[src/hdl/vau_pkg.sv]
// shared types and codes for the three-component vector arithmetic unit
// no dependencies; imported by every module of the block
package vau_pkg;

    localparam logic [3:0] CMD_ADD   = 4'd0;
    localparam logic [3:0] CMD_SUB   = 4'd1;
    localparam logic [3:0] CMD_SCALE = 4'd2;
    localparam logic [3:0] CMD_DIV   = 4'd3;
    localparam logic [3:0] CMD_DOT   = 4'd4;
    localparam logic [3:0] CMD_SQMAG = 4'd5;
    localparam logic [3:0] CMD_MAG   = 4'd6;
    localparam logic [3:0] CMD_NORM  = 4'd7;
    localparam logic [3:0] CMD_CROSS = 4'd8;

    localparam logic [1:0] ST_OK    = 2'd0;
    localparam logic [1:0] ST_DIV0  = 2'd1;
    localparam logic [1:0] ST_ZNORM = 2'd2;
    localparam logic [1:0] ST_SAT   = 2'd3;

    // per-item context carried alongside the arithmetic
    typedef struct packed {
        logic [3:0]         cmd;
        logic signed [31:0] a_x;
        logic signed [31:0] a_y;
        logic signed [31:0] a_z;
        logic signed [31:0] scale;
        logic signed [31:0] r_x;
        logic signed [31:0] r_y;
        logic signed [31:0] r_z;
        logic signed [31:0] r_s;
        logic               sat;
        logic [1:0]         status;
    } vau_ctx_t;

    // square root cell data: radicand left to consume, partial remainder and root
    typedef struct packed {
        logic [63:0] rad;
        logic [33:0] rem;
        logic [31:0] root;
    } vau_sq_t;

    // one divider lane: remainder, numerator bits left, quotient so far
    typedef struct packed {
        logic [31:0] rem;
        logic [31:0] num;
        logic [31:0] quo;
        logic        neg;
        logic        ovf;
    } vau_lane_t;

endpackage

[src/hdl/vau_div_cell.sv]
// one cell of the divider chain: one quotient bit for each of three lanes
// depends on vau_pkg
module vau_div_cell
    import vau_pkg::*;
(
    input  logic            aclk,
    input  logic            aresetn,
    input  logic            en,
    input  logic            valid_i,
    input  vau_ctx_t        ctx_i,
    input  logic [31:0]     dsor_i,
    input  vau_lane_t [2:0] lane_i,
    output logic            valid_o,
    output vau_ctx_t        ctx_o,
    output logic [31:0]     dsor_o,
    output vau_lane_t [2:0] lane_o
);

    logic            valid_reg;
    vau_ctx_t        ctx_reg;
    logic [31:0]     dsor_reg;
    vau_lane_t [2:0] lane_reg, lane_next;
    logic [32:0]     rem_sh [3];

    always_comb begin
        for (int i = 0; i < 3; i++) begin
            rem_sh[i] = {lane_i[i].rem, lane_i[i].num[31]};
            lane_next[i]     = lane_i[i];
            lane_next[i].num = {lane_i[i].num[30:0], 1'b0};
            if (rem_sh[i] >= {1'b0, dsor_i}) begin
                lane_next[i].rem = 32'(rem_sh[i] - {1'b0, dsor_i});
                lane_next[i].quo = {lane_i[i].quo[30:0], 1'b1};
            end else begin
                lane_next[i].rem = rem_sh[i][31:0];
                lane_next[i].quo = {lane_i[i].quo[30:0], 1'b0};
            end
        end
    end

    always_ff @(posedge aclk) begin
        if (!aresetn) begin
            valid_reg <= 1'b0;
        end else if (en) begin
            valid_reg <= valid_i;
        end
    end

    always_ff @(posedge aclk) begin
        if (en) begin
            ctx_reg  <= ctx_i;
            dsor_reg <= dsor_i;
            lane_reg <= lane_next;
        end
    end

    assign valid_o = valid_reg;
    assign ctx_o   = ctx_reg;
    assign dsor_o  = dsor_reg;
    assign lane_o  = lane_reg;

endmodule

[config.mk]
export PLATFORM = sky130hd
export DESIGN_NAME = vau_div_cell
export DESIGN_NICKNAME = d
export VERILOG_FILES = /design/src/hdl/vau_pkg.sv /design/src/hdl/vau_div_cell.sv
export SDC_FILE = /design/constraint.sdc
export NUM_CORES = 1
export LEC_CHECK = 0
export ABC_AREA = 1
export BUFFER_PORTS_ARGS = -buffer_cell sky130_fd_sc_hd__buf_4
export CORE_AREA = 5 5 460 462
export DETAILED_ROUTE_END_ITERATION = 8
export DIE_AREA = 0 0 465 467
export GPL_TIMING_DRIVEN = 0
export PLACE_DENSITY = 0.36
export SYNTH_ARGS = -nofsm -noshare
export SYNTH_HDL_FRONTEND = slang
export SYNTH_SLANG_ARGS = --single-unit
[constraint.sdc]
create_clock -name aclk -period 2.6 [get_ports aclk]
set_input_delay 0.13 -clock aclk [delete_from_list [all_inputs] [get_ports aclk]]
set_output_delay 0.13 -clock aclk [all_outputs]
set_load 0.005 [all_outputs]
==> flow_summary.json <==
{
  "portBuffers": 1176,
  "worstMarginPinSlew_ns": 0.852,
  "design.die.area_um2": 217000,
  "dp_cells": 6386,
  "ys_warn_count": 0,
  "rows": 167,
  "final_max_slew_viol_count": 0,
  "path_buf_inv": 2,
  "pwr-share-seq": 0.401,
  "layout_common_cells": "buf_4 (1,178), nand2_1 (851), edfxtp_1 (586), dlygate4sd3_1 (584), inv_1 (398)",
  "grt_max_degree": 114,
  "syn_to_final_growth_pct": 77.9,
  "clock_latency_ns": 0.70,
  "drcViolationCount": 0,
  "arrival_ns": 2.92,
  "synth_cells": 2497,
  "status": "completed",
  "path_class": "in2reg",
  "reg2reg_depth": 3,
  "drtAntennaViolNets": 0,
  "hp-start": "lane_i[97]",
  "hold_violations": 0,
  "synth_edf_count": 586,
  "fmax_ghz": 0.392,
  "cts_sinks": 587,
  "clock_power_share": 0.377,
  "cts.path.max_buffers": 3,
  "core-area_um2": 207000,
  "viasPerCell": 3.61,
  "final_cell_count_no_fill": 7146,
  "p_sw_uw": 8790,
  "p_per_area_nw_per_um2": 613,
  "mostFrequentLayoutCell": "buf_4",
  "cp_slowest_cell": "o21ai_0",
  "fp.dieW_um": 465,
  "cts_buffers": 83,
  "min_path_type": "in2reg",
  "path_clk_slew_ns": 0.05,
  "p_int_uw": 20500,
  "worstPathCellList": "dlygate4sd3_1, buf_4, ha_1, nand2_1, o21ai_0, a21oi_1, nand2_1, nor2_4, nand2_8, o21ai_0",
  "io_pins": 1183,
  "synthArstFlopShare": 0,
  "clock_tree.root_cell": "clkbuf_16",
  "required_ns": 2.97,
  "antenna_found_initial": 118,
  "holdWs_ns": 0.112,
  "ys_ff_latch": 587,
  "setup_violations": 0,
  "die_h_um": 467,
  "total_power_uw": 29300,
  "critPathLaunchType": "primary input",
  "ir_drop_mv": 0.446,
  "max_slew_margin": 0.426,
  "power_frac_comb": 0.222,
  "endpoint": "lane_o[164]$_DFFE_PP_",
  "crit_family": "compound AO/OA/AOI/OAI gates",
  "synth.yosys.seq_area_share": 0.655,
  "switching_share": 0.300,
  "cts_tree": "yes",
  "synth.cell_area_um2": 26900,
  "period_share": 0.981,
  "gp_congestion": 0.905,
  "vias": 25800,
  "htree_levels": 3,
  "start_util": 0.130,
  "cp-end-kind": "flip-flop",
  "grt_pass1_vias": 25800,
  "drt-initial-drc-count": 1734,
  "critPathLaunch": "lane_i[190]",
  "wirelength_mm": 194,
  "leakage_uw": 0.0216,
  "rrSetupSlack_ns": 1.40,
  "hpwlAfterDp_mm": 164,
  "finalNetCount": 5045,
  "rsz0062_at_grt": "false",
  "reg2reg_from": "valid_o$_SDFFE_PN0P_",
  "overflow": 0,
  "slowest_delay_ns": 0.69,
  "critPathMaxFanout": 8,
  "synthFlopType": "edfxtp_1",
  "r2r_end": "valid_o$_SDFFE_PN0P_",
  "fin_worst_skew_ns": 0,
  "wl_per_cell_um": 27.1,
  "synth.distinct_cells": 34,
  "postSynthAreaPerCell_um2": 10.8,
  "maxCapViolCount": 0,
  "grt_pass1_wl_mm": 244,
  "fin_crit_ns": 2.55,
  "first_pass_iters": 7,
  "grt_usage": 0.169,
  "crit_cells": 10,
  "drive_gt1_frac": 0.319
}
[worst reg2reg max path: stages (launching register included)]
cell           delay, ns
dfxtp_1             0.31
o21ai_0             0.16
a21oi_1             0.05
dlygate4sd3_1       0.57
[state kept, by name, summed over array words and instances, names as in the netlist]
name,cells
lane_o,291
ctx_o,263
dsor_o,32
valid_o,1
[cells by family (layout without fill, tap and decap cells)]
logic type,after synthesis,after routing,share of synthesized area
buf+inv,431,2344,0.0647
simple gates,1265,1265,0.205
other cells,1,33,0.000140
compound gates,72,72,0.0139
fa+ha+maj,99,99,0.0469
flops,587,587,0.655
xor+xnor,42,42,0.0137
[how the worst min path moves through the flow]
stage	endpoint	depth (start not counted)
after CTS	lane_o[97]$_DFFE_PP_	7
after detailed placement	ctx_o[170]$_DFFE_PP_	1
after global placement	lane_o[161]$_DFFE_PP_	1
after floorplan	valid_o$_SDFFE_PN0P_	1
final	lane_o[66]$_DFFE_PP_	7
after global routing	ctx_o[62]$_DFFE_PP_	2
[layout make-up]
type / instances / area [um2]
Antenna cell: 30 / 75.1
Fill cell: 22600 / 159000
Buffer: 31 / 239
Clock inverter: 43 / 397
Inverter: 400 / 1500
Sequential cell: 587 / 17600
Multi-Input combinational cell: 1481 / 7530
Tap cell: 2704 / 3380
Clock buffer: 101 / 2140
Timing Repair Buffer: 1769 / 14900
[metal layers]
metal | global-route usage | up-vias | routed length (um)
met5 | 0.00593 | - | 246
met4 | 0.0722 | 14 | 9460
met3 | 0.0577 | 318 | 16400
met2 | 0.300 | 1150 | 95800
met1 | 0.184 | 12400 | 71700
li1 | - | 12000 | -
[power groups by stage]
stage / clock network [uW] / logic, uW / registers, uW
after floorplan: 0 / 1700 / 12000
after detailed placement: 0 / 5770 / 11900
after CTS: 11600 / 6720 / 11800
after global placement: 0 / 5760 / 12000
after global routing: 11900 / 7050 / 11800
final: 11100 / 6500 / 11800
[synth_stat cells (9+ instances only)]
cell,count,share of area
a21oi_1,60,0.011
ha_1,96,0.045
nand3_1,162,0.030
nand3_2,33,0.012
nor3_1,25,0.0047
nand4_1,9,0.0021
and2_1,15,0.0035
edfxtp_1,586,0.65
nand3b_1,22,0.0061
nor2_2,12,0.0028
buf_2,19,0.0035
nand2_2,13,0.0030
nand2_1,851,0.12
nor2_1,109,0.015
xor2_1,39,0.013
inv_1,398,0.056
[metrics by stage]
stage,setup slack [ns],setup TNS (ns),utilization,cell area (um2)
finish,0.0490,0,0.231,47800
global route,0.0464,0,0.231,47800
CTS,0.00149,0,0.231,47700
detailed placement,-0.839,-46.09,0.190,39300
global placement,-4.74,-2674.24,0.189,39100
floorplan,0.797,0,-,26900
[repair_timing]
action / CTS / global route
hold buffers: 584 / 0
buffers inserted: 0 / 0
setup endpoints to repair: 1 / 134
endpoints found under the hold margin: 627 / 0
cloned: 0 / 2
resized for setup: 1 / 0
No activity file was read; power rests on OpenSTA's default activity.
