[src/hdl/vau_pkg.sv]
// shared types and codes for the three-component vector arithmetic unit
// no dependencies; imported by every module of the block
package vau_pkg;

    localparam logic [3:0] CMD_ADD   = 4'd0;
    localparam logic [3:0] CMD_SUB   = 4'd1;
    localparam logic [3:0] CMD_SCALE = 4'd2;
    localparam logic [3:0] CMD_DIV   = 4'd3;
    localparam logic [3:0] CMD_DOT   = 4'd4;
    localparam logic [3:0] CMD_SQMAG = 4'd5;
    localparam logic [3:0] CMD_MAG   = 4'd6;
    localparam logic [3:0] CMD_NORM  = 4'd7;
    localparam logic [3:0] CMD_CROSS = 4'd8;

    localparam logic [1:0] ST_OK    = 2'd0;
    localparam logic [1:0] ST_DIV0  = 2'd1;
    localparam logic [1:0] ST_ZNORM = 2'd2;
    localparam logic [1:0] ST_SAT   = 2'd3;

    // per-item context carried alongside the arithmetic
    typedef struct packed {
        logic [3:0]         cmd;
        logic signed [31:0] a_x;
        logic signed [31:0] a_y;
        logic signed [31:0] a_z;
        logic signed [31:0] scale;
        logic signed [31:0] r_x;
        logic signed [31:0] r_y;
        logic signed [31:0] r_z;
        logic signed [31:0] r_s;
        logic               sat;
        logic [1:0]         status;
    } vau_ctx_t;

    // square root cell data: radicand left to consume, partial remainder and root
    typedef struct packed {
        logic [63:0] rad;
        logic [33:0] rem;
        logic [31:0] root;
    } vau_sq_t;

    // one divider lane: remainder, numerator bits left, quotient so far
    typedef struct packed {
        logic [31:0] rem;
        logic [31:0] num;
        logic [31:0] quo;
        logic        neg;
        logic        ovf;
    } vau_lane_t;

endpackage

[src/hdl/vau_sqrt_cell.sv]
// one cell of the square root chain: resolves one root bit per item
// depends on vau_pkg
module vau_sqrt_cell
    import vau_pkg::*;
(
    input  logic     aclk,
    input  logic     aresetn,
    input  logic     en,
    input  logic     valid_i,
    input  vau_ctx_t ctx_i,
    input  vau_sq_t  sq_i,
    output logic     valid_o,
    output vau_ctx_t ctx_o,
    output vau_sq_t  sq_o
);

    logic     valid_reg;
    vau_ctx_t ctx_reg;
    vau_sq_t  sq_reg, sq_next;
    logic [35:0] rem_sh, trial;

    always_comb begin
        rem_sh = {sq_i.rem, sq_i.rad[63:62]};
        trial  = {2'b00, sq_i.root, 2'b01};
        sq_next.rad = {sq_i.rad[61:0], 2'b00};
        if (rem_sh >= trial) begin
            sq_next.rem  = 34'(rem_sh - trial);
            sq_next.root = {sq_i.root[30:0], 1'b1};
        end else begin
            sq_next.rem  = rem_sh[33:0];
            sq_next.root = {sq_i.root[30:0], 1'b0};
        end
    end

    always_ff @(posedge aclk) begin
        if (!aresetn) begin
            valid_reg <= 1'b0;
        end else if (en) begin
            valid_reg <= valid_i;
        end
    end

    always_ff @(posedge aclk) begin
        if (en) begin
            ctx_reg <= ctx_i;
            sq_reg  <= sq_next;
        end
    end

    assign valid_o = valid_reg;
    assign ctx_o   = ctx_reg;
    assign sq_o    = sq_reg;

endmodule

[config.mk]
export PLATFORM = sky130hd
export DESIGN_NAME = vau_sqrt_cell
export DESIGN_NICKNAME = d
export VERILOG_FILES = /design/src/hdl/vau_pkg.sv /design/src/hdl/vau_sqrt_cell.sv
export SDC_FILE = /design/constraint.sdc
export NUM_CORES = 1
export LEC_CHECK = 0
export BUFFER_PORTS_ARGS = -buffer_cell sky130_fd_sc_hd__buf_2
export CAP_MARGIN = 5
export CELL_PAD_IN_SITES_DETAIL_PLACEMENT = 1
export CELL_PAD_IN_SITES_GLOBAL_PLACEMENT = 1
export CORE_AREA = 2 2 308 310
export DETAILED_ROUTE_END_ITERATION = 12
export DIE_AREA = 0 0 310 312
export PLACE_DENSITY = 0.47
export SLEW_MARGIN = 0
export SYNTH_ARGS = -nofsm -noshare
export SYNTH_HDL_FRONTEND = slang
export SYNTH_SLANG_ARGS = --single-unit
[constraint.sdc]
create_clock -name aclk -period 3.8 [get_ports aclk]
set_clock_uncertainty 0.1 [all_clocks]
set_input_delay 0.76 -clock aclk [delete_from_list [all_inputs] [get_ports aclk]]
set_output_delay 0.76 -clock aclk [all_outputs]
set_load 0.02 [all_outputs]
==> metrics.log <==
[metrics] status: completed
[metrics] dpl hpwl: 48,100 µm
[metrics] unrepaired setup endpoints after global routing: false
[metrics] number of max-slew violations in the final report: 0
[metrics] syn avg cell area: 18.6 µm²
[metrics] Clock transition at path regs: 0.06 ns
[metrics] post-CTS repair timing setup buffer count: 0
[metrics] clock network latency to the later pin of the worst-skew pair: 0.58 ns
[metrics] Gates resized, CTS repair: 0
[metrics] flops & latches, synth: 392
[metrics] async set or reset register ratio after synthesis: 0
[metrics] most area-consuming cells after synthesis: sky130_fd_sc_hd__edfxtp_1 (83%), sky130_fd_sc_hd__ha_1 (3.0%), sky130_fd_sc_hd__nand2_1 (1.3%)
[metrics] highest net fanout along the worst path: 4
[metrics] largest net degree at the start of global routing: 97
[metrics] count of nets left with antenna violations after detail routing: 0
[metrics] initial cell density of the core: 0.152
[metrics] leakage power summed over all cells: 9.02 nW
[metrics] most used flip-flop cell after synthesis: sky130_fd_sc_hd__edfxtp_1
[metrics] Site Rows: 112
[metrics] die height: 312 µm
[metrics] type of element capturing the critical path: flop
[metrics] time the worst path needs with I/O delays and setup: 3.22 ns
[metrics] H-tree level count: 2
[metrics] required time worst endpoint: 4.04 ns
[metrics] antenna violations before repair: 27
[metrics] highest ir drop seen on vdd: 0.261 mV
[metrics] Worst Reg2Reg Path Length in Cells: 2
[metrics] Setup WS pre-CTS: 0.0414 ns
[metrics] peak clock frequency supported by timing: 0.310 GHz
[metrics] register-to-register setup slack: 3.09 ns
[metrics] detail-routed via count per cell: 3.51
[metrics] Routed WL per cell: 20.5 µm
[metrics] worst slew margin relative to its limit: 0.621
[metrics] Netlist cell types: 58
[metrics] total number of clock tree sinks: 392
[metrics] final worst-path setup slack: 0.578 ns
[metrics] gp weighted congestion: 0.827
[metrics] share of layout cells above drive strength 1: 0.543
[metrics] proportion of netlist area held by the largest area contributor: 0.830
[metrics] filler instances: 10.5k
[metrics] Startpoint Class: input port
[metrics] CTS tree: done
[metrics] final worst-path cycle share: 0.848
[metrics] final number of setup-violating endpoints: 0
[metrics] DRT Wirelength: 59,900 µm
[metrics] count of flip-flops with a built-in enable after synthesis: 391
[metrics] count of cells along the worst hold path: 1
[metrics] first-iteration detailed-routing DRC count: 598
[metrics] Worst Hold End: ctx_o[206]
[metrics] area enclosed by the die boundary: 96,700 µm²
[metrics] cell area after synthesis: 14,200 µm²
[metrics] num ports: 791
[metrics] Clock Root Buffer: sky130_fd_sc_hd__clkbuf_16
[metrics] count of buffers from port buffering: 788
[metrics] Placeable Area: 93,000 µm²
[metrics] clock buffer count from CTS: 48
[metrics] Synth warnings: 0
[metrics] first drt pass iteration count: 4
[metrics] HP Class: input port to flop
[metrics] capture instance of the worst register-to-register path: valid_o
[metrics] launch instance of the worst register-to-register path: valid_o
[metrics] hold slack: 0.234 ns
[metrics] number of hold violations in the final report: 0
[metrics] WS Path Type: input port to flop
[metrics] sequential-to-total area share from yosys stat: 0.831
[metrics] power density normalized to cell area: 533 nW/µm²
[metrics] Congestion Overflow GR: 0
[metrics] count of hold-fix buffers inserted at cts: 0
[metrics] slew at the pin closest to its max-slew limit: 0.569 ns
[metrics] total via count after detailed routing: 10.2k
[metrics] number of remaining DRC errors: 0
[metrics] global-route wire length before repair: 80,800 µm
[metrics] Critical Path AT: 3.46 ns
[metrics] count of maximum capacitance violations: 0
[metrics] final net count: 2,048
[metrics] post-route total power: 11.4 mW
[metrics] hold_sp: ctx_i[206]
[metrics] post-layout util: 0.230
[metrics] total track usage: 0.117
[metrics] horizontal die dimension: 310 µm
[metrics] final setup TNS: 0 ns
[metrics] number of instances in the synthesized netlist: 760
[metrics] area growth from synthesis to layout: 51.2%
[metrics] worst-case clock buffer depth: 3
[metrics] number of global-route vias before repair: 10.9k
[metrics] cell taking the most area after synthesis: sky130_fd_sc_hd__edfxtp_1
sequential cells by signal, summed over array words and instances, names as in the netlist:
register / count
ctx_o: 263
sq_o: 128
valid_o: 1
metrics by stage:
step           instances  area, µm²
6_report            2917      21400
3_5_place_dp        2821      19900
4_1_cts             2910      21400
5_1_grt             2914      21400
3_3_place_gp        2821      19900
2_1_floorplan        761      14200
power by group:
group | switching, mW | internal [mW]
Clock | 1.90 | 2.46
Sequential | 0.109 | 5.19
Combinational | 1.14 | 0.591
how the worst max path moves through the flow:
stage	startpoint	end	cells after the start
3_3_place_gp	sq_i[7]	sq_o[35]	10
3_5_place_dp	sq_i[7]	sq_o[35]	10
6_report	sq_i[0]	sq_o[65]	10
4_1_cts	sq_i[7]	sq_o[35]	10
5_1_grt	sq_i[0]	sq_o[65]	10
2_1_floorplan	sq_i[27]	sq_o[35]	10
cell type report:
cell class	instances	area, µm²	area share
Antenna cell	7	17.5	0.000819
Inverter	42	158	0.00737
Sequential cell	392	11800	0.550
Tap cell	1254	1570	0.0733
Clock buffer	58	1240	0.0579
Timing Repair Buffer	820	4260	0.199
Clock inverter	31	228	0.0106
Multi-Input combinational cell	313	2170	0.101
critical path, stage by stage:
cell and delay [ns]:
sky130_fd_sc_hd__buf_2 0.09, sky130_fd_sc_hd__inv_1 0.04, sky130_fd_sc_hd__ha_1 0.35, sky130_fd_sc_hd__o21ai_1 0.13, sky130_fd_sc_hd__a22oi_1 0.40, sky130_fd_sc_hd__o211ai_1 0.19
sky130_fd_sc_hd__a21oi_1 0.43, sky130_fd_sc_hd__o21ai_1 0.28, sky130_fd_sc_hd__and4b_1 0.27, sky130_fd_sc_hd__o41ai_1 0.52
layout by cell type (no fill, tap or decap), drive strengths merged, types with 4 or more instances in the layout:
cell | synthesis | final
mux2i | 4 | 4
nand2 | 48 | 48
edfxtp | 391 | 391
xnor2 | 12 | 12
nand2b | 6 | 6
o21ai | 44 | 44
a21oi | 26 | 26
a31oi | 5 | 5
clkbuf | 5 | 58
nand3 | 4 | 4
and2 | 6 | 6
diode | 0 | 7
nor2 | 14 | 14
xor2 | 16 | 16
ha | 34 | 34
a21o | 22 | 22
nand4 | 7 | 7
and3 | 9 | 9
inv | 42 | 43
nor3 | 8 | 8
clkinv | 0 | 25
buf | 9 | 820
synth_stat cells (4+ instances only):
cell and count:
sky130_fd_sc_hd__nor3_1 8, sky130_fd_sc_hd__ha_1 34, sky130_fd_sc_hd__clkbuf_1 5, sky130_fd_sc_hd__xor2_1 16, sky130_fd_sc_hd__and3_1 9, sky130_fd_sc_hd__and2_1 6, sky130_fd_sc_hd__nand4_1 7, sky130_fd_sc_hd__o21ai_0 12
sky130_fd_sc_hd__edfxtp_1 391, sky130_fd_sc_hd__nand2b_1 6, sky130_fd_sc_hd__xnor2_1 12, sky130_fd_sc_hd__a21o_1 21, sky130_fd_sc_hd__nand3_1 4, sky130_fd_sc_hd__a31oi_1 5, sky130_fd_sc_hd__mux2i_1 4, sky130_fd_sc_hd__a21oi_1 26
sky130_fd_sc_hd__nor2_1 14, sky130_fd_sc_hd__o21ai_1 31, sky130_fd_sc_hd__nand2_1 48, sky130_fd_sc_hd__inv_1 41, sky130_fd_sc_hd__buf_2 6
kinds of logic after synthesis:
family | synth area share
simple gates | 0.0390
mux | 0.00522
xor+xnor | 0.0173
flops | 0.831
compound gates | 0.0610
other cells | 0.000265
buf+inv | 0.0162
fa+ha+maj | 0.0301
layer usage:
metal | share of wire | GRT usage | wire length, µm | vias up
met1 | 0.34 | 0.118 | 20500 | 5012
met4 | 0.025 | 0.0351 | 1500 | 20
met5 | 0.0025 | 0 | 148 | -
li1 | - | - | - | 4654
met2 | 0.53 | 0.218 | 32000 | 463
met3 | 0.095 | 0.0452 | 5710 | 99
(Power assumes the default switching activity.)
